--- src/sv/scm_queue.sv ---
// Two-entry queue that decouples the sum update from the correlation unit.
// No dependencies.
module scm_queue #(
    parameter int WIDTH = 193
) (
    input  logic             i_clk,
    input  logic             i_rst_n,
    input  logic             i_push,
    input  logic [WIDTH-1:0] i_data,
    output logic             o_full,
    input  logic             i_pop,
    output logic [WIDTH-1:0] o_data,
    output logic             o_empty
);

    logic [WIDTH-1:0] r_mem [2];
    logic             r_wp;
    logic             r_rp;
    logic [1:0]       r_cnt;
    logic             n_do_push;
    logic             n_do_pop;

    assign o_full = (r_cnt == 2'd2);
    assign o_empty = (r_cnt == 2'd0);
    assign o_data = r_mem[r_rp];
    assign n_do_push = i_push && !o_full;
    assign n_do_pop = i_pop && !o_empty;

    always_ff @(posedge i_clk) begin
        if (!i_rst_n) begin
            r_wp <= 1'b0;
            r_rp <= 1'b0;
            r_cnt <= 2'd0;
        end else begin
            if (n_do_push) begin
                r_mem[r_wp] <= i_data;
                r_wp <= ~r_wp;
            end
            if (n_do_pop) begin
                r_rp <= ~r_rp;
            end
            if (n_do_push && !n_do_pop) begin
                r_cnt <= r_cnt + 2'd1;
            end else if (n_do_pop && !n_do_push) begin
                r_cnt <= r_cnt - 2'd1;
            end
        end
    end

endmodule

--- config.mk ---
export PLATFORM = sky130hd
export DESIGN_NAME = scm_queue
export DESIGN_NICKNAME = d
export VERILOG_FILES = /design/src/sv/scm_queue.sv
export SDC_FILE = /design/constraint.sdc
export NUM_CORES = 1
export LEC_CHECK = 0
export BUFFER_PORTS_ARGS = -buffer_cell sky130_fd_sc_hd__buf_2
export CAP_MARGIN = 10
export CORE_MARGIN = 1
export CORE_UTILIZATION = 52
export DETAILED_ROUTE_END_ITERATION = 7
export PLACE_DENSITY = 0.79
export SYNTH_ARGS = -nofsm -noshare
export SYNTH_HDL_FRONTEND = slang
export SYNTH_SLANG_ARGS = --single-unit
--- constraint.sdc ---
create_clock -name i_clk -period 33.8 [get_ports i_clk]
set_clock_uncertainty 0.2 [all_clocks]
set_input_delay 6.76 -clock i_clk [delete_from_list [all_inputs] [get_ports i_clk]]
set_output_delay 6.76 -clock i_clk [all_outputs]
set_load 0.02 [all_outputs]
# ---- Word level (Yosys, flattened, before mapping)
# Memories as Yosys holds them, arrays and structs flattened. A register that Yosys moved wholly into a read port is not among the register bits.
# Index checks and enable logic that the tools add are counted.
dict set report word_totals {
  mem_bits_rw 386
  mem_count 1
  word_cells 26
  ff_bits 4
  input_bits 197
}
dict set report op_classes {
  n_eq_ne 1
  n_addsub 2
  bitwise_logic 2
  n_mux 7
  n_reduce_logical 10
}
# memory words word_bits rd rd_ports_with_merged_regs write_ports line_no
set memory_table {}
lappend memory_table {r_mem 2 193 1 1 1 16} ;# logic [WIDTH-1:0] r_mem [2];
# cell count
set op_table {}
lappend op_table {{$mux 1} 5}
lappend op_table {{$logic_and 1x1->1} 4}
lappend op_table {{$logic_not 1->1} 4}
lappend op_table {{$mux 2} 2}
lappend op_table {{$add 2x1->2 const B} 1}
lappend op_table {{$eq 2x2->1 const B} 1}
lappend op_table {{$logic_not 2->1} 1}
lappend op_table {{$not 1->1} 2}
lappend op_table {{$reduce_bool 2->1} 1}
lappend op_table {{$sub 2x1->2 const B} 1}

# ---- Depth between registers and ports, before layout
dict set report depth {
  ltp_word 7
  ltp_mapped 6
  depth_no_buf 6
}

# ---- Worst setup path before layout
# OpenSTA, ideal clock, no wires.
dict set report synth_timing {
  path_kind {input to register}
  from {in i_push}
  to {mem r_mem[0][0] (enable)}
  setup_slack_ns 5.825
  n_path_buf 0
  arrival_ns 26.488
  setup_ns 1.287
  required_time_ns 32.313
  cell_stages 2
  path_cell_list {inv_1 nor4b_1}
}
dict set report synth_between {
  elab_chain_cells 4
}
# element line_no
set synth_lines {}
lappend synth_lines {{start, declared} 8} ;# input logic i_push,
lappend synth_lines {{$logic_and 1x1->1} 26} ;# assign n_do_push = i_push && !o_full;
lappend synth_lines {{$mux 1} 35} ;# if (n_do_push) begin
lappend synth_lines {{$mux 1} 30} ;# if (!i_rst_n) begin
lappend synth_lines {{$mux 1 (not written as such)} 36} ;# r_mem[r_wp] <= i_data;
lappend synth_lines {{end, declared} 16}
# No other way between the ends.

==> impl_summary.log <==
[metrics] status: completed
[metrics] register bit count reported by yosys: 391
[metrics] synth top area cells: sky130_fd_sc_hd__edfxtp_1, sky130_fd_sc_hd__mux2_2, sky130_fd_sc_hd__buf_4, sky130_fd_sc_hd__dfxtp_1, sky130_fd_sc_hd__buf_2
[metrics] Worst slew margin: 31.1%
[metrics] vias in the first global route: 7611
[metrics] area used by multi-input combinational logic: 2320 um^2
[metrics] source of the worst register-to-register timing path: r_cnt[0]$_SDFFE_PN0P_
[metrics] data arrival time of the critical path: 2.86 ns
[metrics] initial antenna violation count: 7
[metrics] Starting DRT DRC Count: 449
[metrics] Final Cycle Share: 29.1%
[metrics] top library cells by usage in the layout, fill and taps aside: sky130_fd_sc_hd__buf_2, sky130_fd_sc_hd__edfxtp_1, sky130_fd_sc_hd__mux2_2
[metrics] latest clock arrival within the worst-skew pair: 0.51 ns
[metrics] count of cell instances traversed by the critical path: 3
[metrics] critical path type: flip-flop to output pin
[metrics] met3 global-route usage: 7.87%
[metrics] clock-pin slew on the worst setup and hold paths: 0.06 ns
[metrics] post-synthesis instance area: 14100 um^2
[metrics] placed wire-length estimate after detailed placement: 18.0 mm
[metrics] count of cells along the worst register-to-register path: 4
[metrics] worst-margin pin slew: 1.03 ns
[metrics] leakage component of the power: 6.51 nW
[metrics] layer with the highest usage after global routing: met2
[metrics] met2 demand-to-capacity share in global routing: 33.3%
[metrics] unique cell type count in the Yosys netlist: 18
[metrics] crit path max-delay cell type: sky130_fd_sc_hd__buf_4
[metrics] fraction of met1 tracks used by global routing: 21.3%
[metrics] post-route antenna net violation count: 0
[metrics] chain of cells forming the critical path: buf_4, mux2_2, buf_2
[metrics] number of fill cells in the layout: 1812
[metrics] Total GRT Usage: 19.5%
[metrics] crit start category: flip-flop
[metrics] TritonCTS Sinks: 391
[metrics] fraction of synthesized cell area taken by the top area cell type: 81.9%
[metrics] Yosys warning count: 0
[metrics] Post-CTS Setup Repair Bufs: 0
[metrics] register area: 11700 um^2
[metrics] pwr/cell area: 73.7 nW/um^2
[metrics] largest net degree at the start of global routing: 77
[metrics] commonest non-fill, non-tap cell in the layout: sky130_fd_sc_hd__buf_2
[metrics] first-pass GRT wire length: 41.2 mm
[metrics] count of unresolved DRC violations after routing: 0
[metrics] Syn Nets: 823
[metrics] total of max-cap violations: 0
[metrics] timing endpoint of the critical path: o_data[16]
[metrics] Worst Path Buf+Inv: 2
[metrics] RSZ-0062 raised after global routing: no
[metrics] class of the worst hold path: flip-flop to flip-flop
[metrics] category of the worst setup path capture point: output pin
[metrics] buffers added on ports: 391
[metrics] Root Driver: sky130_fd_sc_hd__clkbuf_16
[metrics] TritonCTS buffer count: 39
[metrics] overall via count from detail_route: 7361
[metrics] level count of the clock H-tree: 2
[metrics] number of max-slew violations in the final report: 0
[metrics] cell taking the most area after synthesis: sky130_fd_sc_hd__edfxtp_1
[metrics] hold violation count in the final report: 0
[metrics] clock tree buffer depth: 3
[metrics] final-layout setup total negative slack: 0 ns
[metrics] share of synthesized area occupied by flip-flops and latches: 82.6%
[metrics] count of mapped cells out of synthesis: 625
[metrics] wirelength, routed: 27.8 mm
[metrics] synthesized area per cell: 22.6 um^2
[metrics] count of standard-cell rows: 60
[metrics] area of all placed cells without fillers: 17700 um^2
[metrics] TritonCTS clock tree: done
[metrics] Final min period: 9.82 ns
[metrics] final global-route overflow total: 0
[metrics] CP top delay family: buffers and inverters
[metrics] slowest cell delay on critical path: 0.85 ns
[metrics] post-CTS resize count: 0
[metrics] reg2reg end: r_mem[1][153]$_DFFE_PP_
[metrics] max frequency: 0.102 GHz
[metrics] relative area change from synthesis to final layout: 24.9%
[metrics] peak supply drop: 0.0000600 V
[metrics] critical path peak fanout: 74
[metrics] placer congestion estimate: 0.743
[metrics] Initial Utilization: 52.8%
[metrics] average wire per standard cell: 19.6 um
[metrics] core area: 26800 um^2
[metrics] share of layout cells above drive strength 1: 60.3%
[metrics] die width: 167 um
[metrics] number of search-and-repair iterations in the first detailed-routing pass: 4
[metrics] flop-to-flop setup slack: 30.73 ns
[metrics] number of hold-repair buffers added at the cts stage: 0
[metrics] overall die height: 167 um
[metrics] net count of the finished layout: 1242
[metrics] number of placed I/O pins: 392
[metrics] die outline area: 27900 um^2
[metrics] via density per instance: 5.19
[metrics] cell area after placement: 16500 um^2
[metrics] number of setup violations in the final report: 0
[metrics] worst path required time: 26.84 ns
## sequential cells by signal (all words and copies together), names as in the netlist, named ones only
signal  flops
r_mem     386
r_cnt       2
r_rp        1
r_wp        1
## power by group
group / leakage [nW] / switching, W / internal, W
sequential: 3.58 / 0.0000165 / 0.000576
combinational: 2.34 / 0.000182 / 0.000124
clock: 0.588 / 0.000167 / 0.000235
total: 6.51 / 0.000366 / 0.000936
## cell families (layout without fill, tap and decap cells)
family                   after synthesis  after routing  share of synthesized area, %
AO/OA/AOI/OAI                          5              5                         0.212
AND/OR/NAND/NOR                       10             10                         0.442
adder cells (fa/ha/maj)                1              1                        0.0884
buffers and inverters                 22            469                          1.07
flip-flops                           391            391                          82.6
other                                  0              6                             0
multiplexers                         193            193                          15.4
XOR/XNOR                               3              3                         0.186
## worst min-delay path by stage
stage                          startpoint                     to  cells after the start
global placement    r_cnt[1]$_SDFFE_PN0P_  r_cnt[1]$_SDFFE_PN0P_                      2
finish              r_cnt[1]$_SDFFE_PN0P_  r_cnt[1]$_SDFFE_PN0P_                      2
global route        r_cnt[1]$_SDFFE_PN0P_  r_cnt[1]$_SDFFE_PN0P_                      2
floorplan               r_wp$_SDFFE_PN0P_      r_wp$_SDFFE_PN0P_                      2
CTS                 r_cnt[1]$_SDFFE_PN0P_  r_cnt[1]$_SDFFE_PN0P_                      2
detailed placement  r_cnt[1]$_SDFFE_PN0P_  r_cnt[1]$_SDFFE_PN0P_                      2
## through the flow
stage	worst slack [ns]	power (W)	hold slack [ns]	utilization, %	cells
2_1_floorplan	5.82	0.000834	0.266	-	625
3_3_place_gp	24.30	0.000905	0.299	61.4	1344
3_5_place_dp	24.32	0.000910	0.317	61.4	1344
4_1_cts	23.97	0.00131	0.322	65.9	1413
5_1_grt	23.83	0.00135	0.381	65.9	1415
6_report	23.98	0.00130	0.318	65.9	1419
## area by class of cell
cell class	count	area share, %
repair buffers	399	11.4
diodes	6	0.0850
clock inverters	21	0.793
well taps	341	2.42
multi-input cells	212	13.1
inverters	1	0.0212
clock buffers	48	5.96
flip-flops and latches	391	66.2
## synth_stat cells, drive strengths merged
| library cell | number |
|---|---|
| xor2 | 1 |
| nor2b | 1 |
| and3 | 1 |
| inv | 1 |
| ha | 1 |
| and2 | 3 |
| nor4b | 1 |
| edfxtp | 386 |
| or3 | 2 |
| mux2 | 193 |
| a21boi | 2 |
| xnor2 | 2 |
| nor2 | 2 |
| buf | 21 |
| dfxtp | 5 |
| o21ai | 3 |
## tightest hold or removal path, cell delays in order (launching register included)
cell and delay, ns:
sky130_fd_sc_hd__dfxtp_1 0.34, sky130_fd_sc_hd__o21ai_0 0.08, sky130_fd_sc_hd__a21boi_1 0.06
## per-layer routing
metal  up-vias  share of wire, %
li1       3343                 -
met1      3587                36
met2       353                50
met3        74                10
met4         4               3.7
met5         -             0.065
Power figures use the tool's default switching activity.
